[src/iesc_pkg.sv]
`timescale 1ns / 1ps
// Shared types and constants for the infix expression syntax checker.
package iesc_pkg;

  localparam int MaxLength  = 255;
  localparam int QueueDepth = 2;

  // Class of the last complete token.
  typedef enum logic [3:0] {
    CLS_START   = 4'd0,
    CLS_SIGN    = 4'd1,
    CLS_OPEN    = 4'd2,
    CLS_CLOSE   = 4'd3,
    CLS_MULDIV  = 4'd4,
    CLS_POWER   = 4'd5,
    CLS_MOD     = 4'd6,
    CLS_OPERAND = 4'd7,
    CLS_FUNC    = 4'd8
  } class_t;

  // Which previous classes allow a given token, one bit per class code.
  localparam logic [15:0] SignOkSet      = 16'h008D;
  localparam logic [15:0] OpenOkSet      = 16'h0177;
  localparam logic [15:0] AfterOperandSet = 16'h0088;
  localparam logic [15:0] OperandOkSet   = 16'h0077;
  localparam logic [15:0] EndBadSet      = 16'h0176;

  // Character kinds found by the front end.
  typedef enum logic [4:0] {
    K_SPACE,
    K_SIGN,
    K_OPEN,
    K_CLOSE,
    K_MULDIV,
    K_POWER,
    K_DIGIT,
    K_DOT,
    K_EXP,
    K_M,
    K_A,
    K_S,
    K_C,
    K_T,
    K_L,
    K_X,
    K_OTHER
  } kind_t;

  // Number and word in progress.
  typedef enum logic [4:0] {
    P_NONE      = 5'd0,
    P_INT       = 5'd1,
    P_DOT0      = 5'd2,
    P_FRAC      = 5'd3,
    P_E         = 5'd4,
    P_ESIGN     = 5'd5,
    P_EXP       = 5'd6,
    P_A         = 5'd8,
    P_AC        = 5'd9,
    P_ACO       = 5'd10,
    P_AS        = 5'd11,
    P_ASI       = 5'd12,
    P_AT        = 5'd13,
    P_ATA       = 5'd14,
    P_S         = 5'd15,
    P_SI        = 5'd16,
    P_SQ        = 5'd17,
    P_SQR       = 5'd18,
    P_C         = 5'd19,
    P_CO        = 5'd20,
    P_T         = 5'd21,
    P_TA        = 5'd22,
    P_L         = 5'd23,
    P_LO        = 5'd24,
    P_M         = 5'd25,
    P_MO        = 5'd26,
    P_FUNC_DONE = 5'd30,
    P_MOD_DONE  = 5'd31
  } prog_t;

  typedef struct packed {
    logic       has_char;
    logic [7:0] ch;
    logic       last;
    kind_t      kind;
  } entry_t;

endpackage

[src/iesc_front.sv]
`timescale 1ns / 1ps
// Input side: takes characters and tags each with its character kind.
module iesc_front (
  input  logic              item_valid,
  output logic              item_ready,
  input  logic              has_char,
  input  logic [7:0]        ch,
  input  logic              last,
  output logic              push_valid,
  input  logic              push_ready,
  output iesc_pkg::entry_t  push_entry
);

  function automatic iesc_pkg::kind_t classify(input logic [7:0] c);
    iesc_pkg::kind_t k;
    case (c) inside
      " ":            k = iesc_pkg::K_SPACE;
      "+", "-":       k = iesc_pkg::K_SIGN;
      "(":            k = iesc_pkg::K_OPEN;
      ")":            k = iesc_pkg::K_CLOSE;
      "*", "/":       k = iesc_pkg::K_MULDIV;
      "^":            k = iesc_pkg::K_POWER;
      ["0":"9"]:      k = iesc_pkg::K_DIGIT;
      ".":            k = iesc_pkg::K_DOT;
      "e", "E":       k = iesc_pkg::K_EXP;
      "m":            k = iesc_pkg::K_M;
      "a":            k = iesc_pkg::K_A;
      "s":            k = iesc_pkg::K_S;
      "c":            k = iesc_pkg::K_C;
      "t":            k = iesc_pkg::K_T;
      "l":            k = iesc_pkg::K_L;
      "x":            k = iesc_pkg::K_X;
      default:        k = iesc_pkg::K_OTHER;
    endcase
    return k;
  endfunction

  assign item_ready = push_ready;
  assign push_valid = item_valid;

  always_comb begin
    push_entry.has_char = has_char;
    push_entry.ch       = ch;
    push_entry.last     = last;
    push_entry.kind     = classify(ch);
  end

endmodule

[src/iesc_queue.sv]
`timescale 1ns / 1ps
// Short queue between the character front end and the checking back end.
module iesc_queue (
  input  logic              clk,
  input  logic              rst,
  input  logic              push_valid,
  output logic              push_ready,
  input  iesc_pkg::entry_t  push_entry,
  output logic              pop_valid,
  input  logic              pop_ready,
  output iesc_pkg::entry_t  pop_entry
);

  localparam int Depth = iesc_pkg::QueueDepth;
  localparam int PtrW  = (Depth > 1) ? $clog2(Depth) : 1;
  localparam int CntW  = $clog2(Depth + 1);
  localparam logic [PtrW-1:0] LastPtr = PtrW'(Depth - 1);
  localparam logic [CntW-1:0] FullCnt = CntW'(Depth);

  iesc_pkg::entry_t slots [Depth];
  logic [PtrW-1:0] wr_ptr;
  logic [PtrW-1:0] rd_ptr;
  logic [CntW-1:0] count;
  logic push;
  logic pop;

  assign push_ready = (count != FullCnt);
  assign pop_valid  = (count != '0);
  assign pop_entry  = slots[rd_ptr];
  assign push       = push_valid && push_ready;
  assign pop        = pop_valid && pop_ready;

  always_ff @(posedge clk) begin
    if (push) begin
      slots[wr_ptr] <= push_entry;
    end
  end

  always_ff @(posedge clk) begin
    if (rst) begin
      wr_ptr <= '0;
      rd_ptr <= '0;
      count  <= '0;
    end else begin
      if (push) begin
        wr_ptr <= (wr_ptr == LastPtr) ? '0 : wr_ptr + 1'b1;
      end
      if (pop) begin
        rd_ptr <= (rd_ptr == LastPtr) ? '0 : rd_ptr + 1'b1;
      end
      if (push && !pop) begin
        count <= count + 1'b1;
      end else if (pop && !push) begin
        count <= count - 1'b1;
      end
    end
  end

endmodule

[src/iesc_back.sv]
`timescale 1ns / 1ps
// Checking side: token state update, end-of-expression checks and result register.
module iesc_back #(
  parameter int MAX_LENGTH = iesc_pkg::MaxLength
) (
  input  logic              clk,
  input  logic              rst,
  input  logic              pop_valid,
  output logic              pop_ready,
  input  iesc_pkg::entry_t  pop_entry,
  output logic              result_valid,
  input  logic              result_ready,
  output logic              valid_res,
  output logic              uses_x
);

  localparam int CountW = $clog2(MAX_LENGTH + 2);
  localparam int DepthW = (MAX_LENGTH > 1) ? $clog2(MAX_LENGTH + 1) : 1;
  localparam logic [CountW-1:0] MaxCount = CountW'(MAX_LENGTH);

  function automatic iesc_pkg::prog_t word_next(input iesc_pkg::prog_t p,
                                                input logic [7:0] c);
    iesc_pkg::prog_t n;
    n = iesc_pkg::P_NONE;
    case (p)
      iesc_pkg::P_A: begin
        if (c == "c") n = iesc_pkg::P_AC;
        else if (c == "s") n = iesc_pkg::P_AS;
        else if (c == "t") n = iesc_pkg::P_AT;
      end
      iesc_pkg::P_AC:  if (c == "o") n = iesc_pkg::P_ACO;
      iesc_pkg::P_ACO: if (c == "s") n = iesc_pkg::P_FUNC_DONE;
      iesc_pkg::P_AS:  if (c == "i") n = iesc_pkg::P_ASI;
      iesc_pkg::P_ASI: if (c == "n") n = iesc_pkg::P_FUNC_DONE;
      iesc_pkg::P_AT:  if (c == "a") n = iesc_pkg::P_ATA;
      iesc_pkg::P_ATA: if (c == "n") n = iesc_pkg::P_FUNC_DONE;
      iesc_pkg::P_S: begin
        if (c == "i") n = iesc_pkg::P_SI;
        else if (c == "q") n = iesc_pkg::P_SQ;
      end
      iesc_pkg::P_SI:  if (c == "n") n = iesc_pkg::P_FUNC_DONE;
      iesc_pkg::P_SQ:  if (c == "r") n = iesc_pkg::P_SQR;
      iesc_pkg::P_SQR: if (c == "t") n = iesc_pkg::P_FUNC_DONE;
      iesc_pkg::P_C:   if (c == "o") n = iesc_pkg::P_CO;
      iesc_pkg::P_CO:  if (c == "s") n = iesc_pkg::P_FUNC_DONE;
      iesc_pkg::P_T:   if (c == "a") n = iesc_pkg::P_TA;
      iesc_pkg::P_TA:  if (c == "n") n = iesc_pkg::P_FUNC_DONE;
      iesc_pkg::P_L: begin
        if (c == "n") n = iesc_pkg::P_FUNC_DONE;
        else if (c == "o") n = iesc_pkg::P_LO;
      end
      iesc_pkg::P_LO:  if (c == "g") n = iesc_pkg::P_FUNC_DONE;
      iesc_pkg::P_M:   if (c == "o") n = iesc_pkg::P_MO;
      iesc_pkg::P_MO:  if (c == "d") n = iesc_pkg::P_MOD_DONE;
      default:         n = iesc_pkg::P_NONE;
    endcase
    return n;
  endfunction

  iesc_pkg::class_t last_class, last_class_next;
  iesc_pkg::prog_t  token_progress, token_progress_next;
  logic [DepthW-1:0] bracket_depth, bracket_depth_next;
  logic [CountW-1:0] char_count, char_count_next;
  logic failed, failed_next;
  logic x_seen, x_seen_next;

  logic pop;
  logic absorbed;
  logic start;
  iesc_pkg::class_t base_class;
  iesc_pkg::prog_t  word_to;
  iesc_pkg::kind_t  kind;
  logic end_failed;
  iesc_pkg::class_t end_class;
  logic too_long;
  logic ok;
  logic x_ok;

  assign pop_ready = !pop_entry.last || !result_valid || result_ready;
  assign pop       = pop_valid && pop_ready;
  assign kind      = pop_entry.kind;
  assign word_to   = word_next(token_progress, pop_entry.ch);

  always_comb begin
    last_class_next     = last_class;
    token_progress_next = token_progress;
    bracket_depth_next  = bracket_depth;
    char_count_next     = char_count;
    failed_next         = failed;
    x_seen_next         = x_seen;
    absorbed            = 1'b0;
    start               = 1'b0;
    base_class          = last_class;
    end_failed          = 1'b0;
    end_class           = last_class;
    too_long            = 1'b0;
    ok                  = 1'b0;
    x_ok                = 1'b0;

    if (pop && pop_entry.has_char) begin
      if (char_count <= MaxCount) begin
        char_count_next = char_count + 1'b1;
      end
      if (char_count_next > MaxCount) begin
        failed_next = 1'b1;
      end
      if (!failed_next) begin
        if (token_progress >= iesc_pkg::P_INT && token_progress <= iesc_pkg::P_EXP) begin
          case (token_progress)
            iesc_pkg::P_INT: begin
              absorbed = 1'b1;
              if (kind == iesc_pkg::K_DOT) token_progress_next = iesc_pkg::P_FRAC;
              else if (kind == iesc_pkg::K_EXP) token_progress_next = iesc_pkg::P_E;
              else if (kind != iesc_pkg::K_DIGIT) absorbed = 1'b0;
            end
            iesc_pkg::P_DOT0: begin
              absorbed = 1'b1;
              if (kind == iesc_pkg::K_DIGIT) token_progress_next = iesc_pkg::P_FRAC;
              else failed_next = 1'b1;
            end
            iesc_pkg::P_FRAC: begin
              absorbed = 1'b1;
              if (kind == iesc_pkg::K_EXP) token_progress_next = iesc_pkg::P_E;
              else if (kind != iesc_pkg::K_DIGIT) absorbed = 1'b0;
            end
            iesc_pkg::P_E: begin
              absorbed = 1'b1;
              if (kind == iesc_pkg::K_DIGIT) token_progress_next = iesc_pkg::P_EXP;
              else if (kind == iesc_pkg::K_SIGN) token_progress_next = iesc_pkg::P_ESIGN;
              else failed_next = 1'b1;
            end
            iesc_pkg::P_ESIGN: begin
              absorbed = 1'b1;
              if (kind == iesc_pkg::K_DIGIT) token_progress_next = iesc_pkg::P_EXP;
              else failed_next = 1'b1;
            end
            default: absorbed = (kind == iesc_pkg::K_DIGIT);
          endcase
          if (!absorbed) begin
            // The character that ends a number starts the next token.
            token_progress_next = iesc_pkg::P_NONE;
            last_class_next     = iesc_pkg::CLS_OPERAND;
            base_class          = iesc_pkg::CLS_OPERAND;
            start               = 1'b1;
          end
        end else if (token_progress >= iesc_pkg::P_A) begin
          if (word_to == iesc_pkg::P_NONE) begin
            failed_next = 1'b1;
          end else if (word_to == iesc_pkg::P_FUNC_DONE) begin
            last_class_next     = iesc_pkg::CLS_FUNC;
            token_progress_next = iesc_pkg::P_NONE;
          end else if (word_to == iesc_pkg::P_MOD_DONE) begin
            last_class_next     = iesc_pkg::CLS_MOD;
            token_progress_next = iesc_pkg::P_NONE;
          end else begin
            token_progress_next = word_to;
          end
        end else begin
          start = 1'b1;
        end

        if (start) begin
          case (kind)
            iesc_pkg::K_SPACE: ;
            iesc_pkg::K_SIGN: begin
              if (iesc_pkg::SignOkSet[base_class]) last_class_next = iesc_pkg::CLS_SIGN;
              else failed_next = 1'b1;
            end
            iesc_pkg::K_OPEN: begin
              if (iesc_pkg::OpenOkSet[base_class]) begin
                last_class_next    = iesc_pkg::CLS_OPEN;
                bracket_depth_next = bracket_depth + 1'b1;
              end else begin
                failed_next = 1'b1;
              end
            end
            iesc_pkg::K_CLOSE, iesc_pkg::K_MULDIV, iesc_pkg::K_POWER: begin
              if (!iesc_pkg::AfterOperandSet[base_class]) begin
                failed_next = 1'b1;
              end else if (kind == iesc_pkg::K_CLOSE) begin
                if (bracket_depth == '0) begin
                  failed_next = 1'b1;
                end else begin
                  bracket_depth_next = bracket_depth - 1'b1;
                  last_class_next    = iesc_pkg::CLS_CLOSE;
                end
              end else if (kind == iesc_pkg::K_POWER) begin
                last_class_next = iesc_pkg::CLS_POWER;
              end else begin
                last_class_next = iesc_pkg::CLS_MULDIV;
              end
            end
            iesc_pkg::K_M: begin
              if (iesc_pkg::AfterOperandSet[base_class]) token_progress_next = iesc_pkg::P_M;
              else failed_next = 1'b1;
            end
            default: begin
              if (!iesc_pkg::OperandOkSet[base_class]) begin
                failed_next = 1'b1;
              end else begin
                case (kind)
                  iesc_pkg::K_A: token_progress_next = iesc_pkg::P_A;
                  iesc_pkg::K_S: token_progress_next = iesc_pkg::P_S;
                  iesc_pkg::K_C: token_progress_next = iesc_pkg::P_C;
                  iesc_pkg::K_T: token_progress_next = iesc_pkg::P_T;
                  iesc_pkg::K_L: token_progress_next = iesc_pkg::P_L;
                  iesc_pkg::K_X: begin
                    last_class_next = iesc_pkg::CLS_OPERAND;
                    x_seen_next     = 1'b1;
                  end
                  iesc_pkg::K_DIGIT: begin
                    token_progress_next = iesc_pkg::P_INT;
                    last_class_next     = iesc_pkg::CLS_OPERAND;
                  end
                  iesc_pkg::K_DOT: begin
                    token_progress_next = iesc_pkg::P_DOT0;
                    last_class_next     = iesc_pkg::CLS_OPERAND;
                  end
                  default: failed_next = 1'b1;
                endcase
              end
            end
          endcase
        end
      end
    end

    if (pop && pop_entry.last) begin
      end_failed = failed_next;
      end_class  = last_class_next;
      if (!failed_next && token_progress_next != iesc_pkg::P_NONE) begin
        if (token_progress_next == iesc_pkg::P_INT || token_progress_next == iesc_pkg::P_FRAC ||
            token_progress_next == iesc_pkg::P_EXP) begin
          end_class = iesc_pkg::CLS_OPERAND;
        end else begin
          end_failed = 1'b1;
        end
      end
      too_long = (char_count_next > MaxCount);
      ok   = !end_failed && (char_count_next != '0) && !too_long &&
             (bracket_depth_next == '0) && !iesc_pkg::EndBadSet[end_class];
      x_ok = x_seen_next && (char_count_next != '0) && !too_long;

      last_class_next     = iesc_pkg::CLS_START;
      token_progress_next = iesc_pkg::P_NONE;
      bracket_depth_next  = '0;
      char_count_next     = '0;
      failed_next         = 1'b0;
      x_seen_next         = 1'b0;
    end
  end

  always_ff @(posedge clk) begin
    if (rst) begin
      last_class     <= iesc_pkg::CLS_START;
      token_progress <= iesc_pkg::P_NONE;
      bracket_depth  <= '0;
      char_count     <= '0;
      failed         <= 1'b0;
      x_seen         <= 1'b0;
      result_valid   <= 1'b0;
    end else begin
      last_class     <= last_class_next;
      token_progress <= token_progress_next;
      bracket_depth  <= bracket_depth_next;
      char_count     <= char_count_next;
      failed         <= failed_next;
      x_seen         <= x_seen_next;
      if (pop && pop_entry.last) begin
        result_valid <= 1'b1;
      end else if (result_ready) begin
        result_valid <= 1'b0;
      end
    end
  end

  always_ff @(posedge clk) begin
    if (pop && pop_entry.last) begin
      valid_res <= ok;
      uses_x    <= x_ok;
    end
  end

endmodule

[src/infix_expression_syntax_checker_unit.sv]
`timescale 1ns / 1ps
// Top level of the infix expression syntax checker.
//
// The block checks one arithmetic expression given as a stream of characters,
// one per transfer, and returns one result on the transfer marked last. It takes
// one character every clock cycle while the queue has room: the front end tags
// each character with its kind and writes it into a two-entry queue, and the
// back end reads one entry per cycle unless it holds a last character, and
// updates the token state. A result is registered in the output register when
// the back end reads its last character from the queue, and a new expression
// may follow at once. The back end holds a last character in the queue only
// while an earlier result still waits in the output register.
module infix_expression_syntax_checker_unit #(
  parameter int MAX_LENGTH = iesc_pkg::MaxLength
) (
  input  logic       clk,
  input  logic       rst,
  input  logic       item_valid,
  output logic       item_ready,
  input  logic       has_char,
  input  logic [7:0] ch,
  input  logic       last,
  output logic       result_valid,
  input  logic       result_ready,
  output logic       valid_res,
  output logic       uses_x
);

  logic             push_valid;
  logic             push_ready;
  iesc_pkg::entry_t push_entry;
  logic             q_valid;
  logic             q_ready;
  iesc_pkg::entry_t q_entry;

  iesc_front u_front (
    .item_valid (item_valid),
    .item_ready (item_ready),
    .has_char   (has_char),
    .ch         (ch),
    .last       (last),
    .push_valid (push_valid),
    .push_ready (push_ready),
    .push_entry (push_entry)
  );

  iesc_queue u_queue (
    .clk        (clk),
    .rst        (rst),
    .push_valid (push_valid),
    .push_ready (push_ready),
    .push_entry (push_entry),
    .pop_valid  (q_valid),
    .pop_ready  (q_ready),
    .pop_entry  (q_entry)
  );

  iesc_back #(
    .MAX_LENGTH (MAX_LENGTH)
  ) u_back (
    .clk          (clk),
    .rst          (rst),
    .pop_valid    (q_valid),
    .pop_ready    (q_ready),
    .pop_entry    (q_entry),
    .result_valid (result_valid),
    .result_ready (result_ready),
    .valid_res    (valid_res),
    .uses_x       (uses_x)
  );

  a_empty_queue_ready: assert property (@(posedge clk) disable iff (rst)
    !q_valid |-> item_ready)
    else $error("Input not ready while the queue is empty.");

  a_last_gives_result: assert property (@(posedge clk) disable iff (rst)
    (q_valid && q_ready && q_entry.last) |=> result_valid)
    else $error("No result after the last character of an expression.");

  a_result_has_cause: assert property (@(posedge clk) disable iff (rst)
    $rose(result_valid) |-> $past(q_valid && q_ready && q_entry.last))
    else $error("Result appeared without a last character.");

endmodule
[config.mk]
export PLATFORM = sky130hd
export DESIGN_NAME = infix_expression_syntax_checker_unit
export DESIGN_NICKNAME = d
export VERILOG_FILES = /design/src/iesc_pkg.sv /design/src/iesc_front.sv /design/src/iesc_queue.sv /design/src/iesc_back.sv /design/src/infix_expression_syntax_checker_unit.sv
export SDC_FILE = /design/constraint.sdc
export NUM_CORES = 1
export LEC_CHECK = 0
export BUFFER_PORTS_ARGS = -buffer_cell sky130_fd_sc_hd__buf_2
export CAP_MARGIN = 10
export CELL_PAD_IN_SITES_DETAIL_PLACEMENT = 0
export CELL_PAD_IN_SITES_GLOBAL_PLACEMENT = 2
export CORE_ASPECT_RATIO = 1.4
export CORE_MARGIN = 2
export CORE_UTILIZATION = 40
export CTS_BUF_LIST = sky130_fd_sc_hd__clkbuf_2 sky130_fd_sc_hd__clkbuf_4 sky130_fd_sc_hd__clkbuf_8
export CTS_CLUSTER_SIZE = 24
export DETAILED_ROUTE_END_ITERATION = 7
export GPL_TIMING_DRIVEN = 0
export HOLD_SLACK_MARGIN = 0.08
export PLACE_DENSITY = 0.8
export SLEW_MARGIN = 10
export SYNTH_ARGS = -nofsm -noshare
export SYNTH_HDL_FRONTEND = slang
export SYNTH_SLANG_ARGS = --single-unit
[constraint.sdc]
create_clock -name clk -period 5.1 [get_ports clk]
set_input_delay 0.51 -clock clk [delete_from_list [all_inputs] [get_ports clk]]
set_output_delay 0.51 -clock clk [all_outputs]
set_load 0.05 [all_outputs]
==> flow_metrics.py <==
metrics = {
    "run_status": {
        "status": "finished clean",
    },
    "sta": {
        "rsz0062_at_grt": "false",
        "finalSetupViolCount": 0,
        "slew_viol_final": 0,
        "hold_violations": 0,
        "fin_crit_ns": 4.82,
        "max_slew.worst_pin.slew_ns": 0.902,
        "fin_skew_ns": 0.0163,
        "finalCritPeriodShare_pct": 94.5,
        "fmax_ghz": 0.207,
        "relSlewSlack_pct": 38.3,
    },
    "setup_path": {
        "worstPathRequired_ns": 5.21,
        "cp_num_cells": 19,
        "cp.buffers_inverters": 5,
        "critPathMaxFanout": 10,
        "crit_slowest_cell": "nor3_1",
        "cp-end-kind": "register",
        "startpoint_type": "register",
        "cpPeakStageDelay_ns": 0.69,
        "arrival_ns": 4.94,
        "rr_worst_depth": 19,
        "path_cells": "clkbuf_4, buf_6, buf_6, buf_2, a21oi_1, nor3_1, clkbuf_2, o21a_1, nor2_1, nand3_1, and3_1, o32ai_4, nand3_1, a21oi_1, or2_2, ha_1, mux2i_1, nor2_1, a2111oi_4",
        "crit_family": "simple AND/OR/NAND/NOR gates",
        "critPathKind": "register to register",
    },
    "finish": {
        "finalNetCount": 739,
        "area_growth_pct": 10.5,
        "antenna_cells": 0,
        "drive_gt1_share_pct": 13.0,
        "fin_area_sq_um": 6100,
    },
    "cts": {
        "cts_sinks": 66,
        "post_cts_buffers": 0,
        "cts_tree": "yes",
        "clk_latency_ns": 0.36,
        "cts_buffers": 9,
        "root_buffer": "clkbuf_8",
        "cts.path.max_buffers": 2,
        "cts.clk_slew.worst_paths_ns": 0.09,
        "cts_htree_levels": 3,
    },
    "yosys": {
        "synth-compound-area-share_pct": 24.7,
        "synthCells": 690,
        "synth_xor_xnor_area_share_pct": 3.49,
        "synth_edf_count": 32,
        "synth_fa_ha_area_share_pct": 1.59,
        "synth_cell_types": 93,
        "muxShareOfSynthArea_pct": 2.27,
        "synth_top_family_by_area": "simple AND/OR/NAND/NOR gates",
        "synthSimpleGateAreaFrac_pct": 34.0,
        "ys_ff_latch": 66,
        "synth.net_count": 711,
        "synth_area_sq_um": 5520,
        "avgSynthCellArea_sq_um": 8.00,
        "synth.yosys.warnings": 0,
        "synth-main-ff-cell": "dfxtp_1",
        "yosysSeqAreaShare_pct": 29.7,
        "async_flop_share_pct": 0,
    },
    "floorplan": {
        "core-area_sq_um": 13500,
        "die_h_um": 143,
        "die_w_um": 103,
        "io_pins": 18,
        "die-area_sq_um": 14800,
        "start_util_pct": 41.1,
        "rows": 50,
    },
    "global_routing": {
        "grt_use_total_pct": 24.8,
        "grt_pass1_vias": 5403,
        "grt_overflow_total": 0,
        "antenna_found_initial": 0,
        "grt_max_degree": 16,
        "grt_pass1_wl_um": 28100,
    },
    "power": {
        "internal-power_w": 0.00142,
        "power.leakage_nw": 2.16,
        "seq_power_share_pct": 26.3,
        "p_sw_w": 0.00134,
        "p_comb_share_pct": 56.6,
        "vdd_ir_drop_max_v": 0.000178,
        "powerDensity_nw_per_um2": 452,
        "swShare_pct": 48.5,
        "power_w": 0.00276,
        "pwr-share-clk_pct": 17.1,
    },
    "hold_path": {
        "worstHoldPathType": "input port to register",
        "hold_path_depth": 1,
    },
    "detailed_routing": {
        "wire_per_inst_um": 19.6,
        "via_per_inst": 6.05,
        "dr.pass1.iters": 7,
        "drt_iter0_drc": 299,
        "vias": 5476,
        "drc": 0,
        "drt_wl_total_um": 17700,
        "ant_nets": 0,
    },
    "placed_design": {
        "numPortBuffers": 16,
        "finalWeightedCongestion": 0.890,
        "dpl_cell_area_sq_um": 5830,
        "hpwl_um": 13800,
    },
    "job": {
        "drv_cap": 0,
    },
}
per-layer routing:
layer,share of wire (%),up-vias,global-route usage [%],routed length [um]
li1,-,2660,-,-
met1,40,2608,27.7,7010
met2,52,154,45.0,9300
met3,3.5,54,3.57,625
met4,4.5,0,11.6,792
met5,0,-,0,0
power groups by stage:
stage               Clock, W  Combinational (W)  Sequential (W)
floorplan                  0            0.00106        0.000736
global placement           0            0.00148        0.000731
detailed placement         0            0.00148        0.000735
CTS                 0.000487            0.00149        0.000724
global route        0.000503            0.00171        0.000739
finish              0.000473            0.00156        0.000725
cells in the mapped netlist, types with 17 or more instances:
cell type / instances / area share [%]
nor2_1: 98 / 6.7
nand2_1: 53 / 3.6
a21oi_1: 41 / 3.7
dfxtp_1: 34 / 12
o21ai_0: 34 / 3.1
edfxtp_1: 32 / 17
nand3_1: 28 / 2.5
clkbuf_1: 20 / 1.4
and3_1: 18 / 2.0
nor2b_1: 17 / 1.9
nor3_1: 17 / 1.5
xor2_1: 17 / 2.7
worst paths after layout:
check / endpoint / start / slack (ns)
worst max-delay path: u_back.valid_res / register / 0.28
worst min register to register: u_back.x_seen / u_back.x_seen / 0.48
worst min-delay path: u_queue.slots[1][5] / last / 0.33
worst max register to register: u_back.valid_res / register / 0.28
per-stage QoR:
stage / hold slack [ns] / TNS [ns] / util [%] / std cells / worst slack [ns]
floorplan: 0.439 / 0 / - / 690 / 1.15
global placement: 0.458 / -0.104 / 43.3 / 888 / -0.104
detailed placement: 0.475 / -0.102 / 43.3 / 888 / -0.102
CTS: 0.312 / 0 / 44.9 / 904 / 0.107
global route: 0.320 / 0 / 45.4 / 905 / 0.0934
finish: 0.329 / 0 / 45.4 / 905 / 0.278
placed cells by master (no fill, tap or decap), drive strengths merged, types with 9 or more instances in the layout:
master  count
nor2       98
nand2      53
a21oi      41
o21ai      36
dfxtp      34
buf        33
edfxtp     32
clkbuf     31
nand3      28
and3       18
nor3       18
inv        18
nor2b      17
xor2       17
a211oi     12
nand2b     11
nand3b     11
nor4       10
or3        10
and2        9
nand4       9
nor3b       9
repair_timing:
action                     4_1_cts  5_1_grt
gates resized for setup          1       12
setup endpoints to repair        1        1
hold buffers                     0        0
cloned                           0        0
flip-flops by register name, summed over array words and instances (netlist names), named ones only:
register,count
u_queue.rd_ptr,1
u_back.result_valid,1
u_back.x_seen,1
u_queue.slots,30
u_back.uses_x,1
u_back.char_count,9
u_back.valid_res,1
u_queue.count,2
u_back.token_progress,5
u_queue.wr_ptr,1
u_back.last_class,4
u_back.failed,1
u_back.bracket_depth,8
layout make-up:
| type | instances | area, sq um |
|---|---|---|
| fill | 1406 | 7350 |
| multi-input combinational | 572 | 3700 |
| sequential | 66 | 1640 |
| tap | 182 | 228 |
| buffer | 38 | 186 |
| clock buffer | 9 | 124 |
| timing repair buffer | 17 | 85.1 |
| clock inverter | 7 | 81.3 |
| inverter | 14 | 52.6 |
cells by family after synthesis:
| logic type | Yosys count |
|---|---|
| AOI/OAI and AO/OA | 188 |
| DFF | 66 |
| and+or+nand+nor | 343 |
| muxes | 12 |
| xor gates and xnor gates | 22 |
| buffers and inverters | 52 |
| adders and majority gates | 7 |
Power figures use the tool's default switching activity.
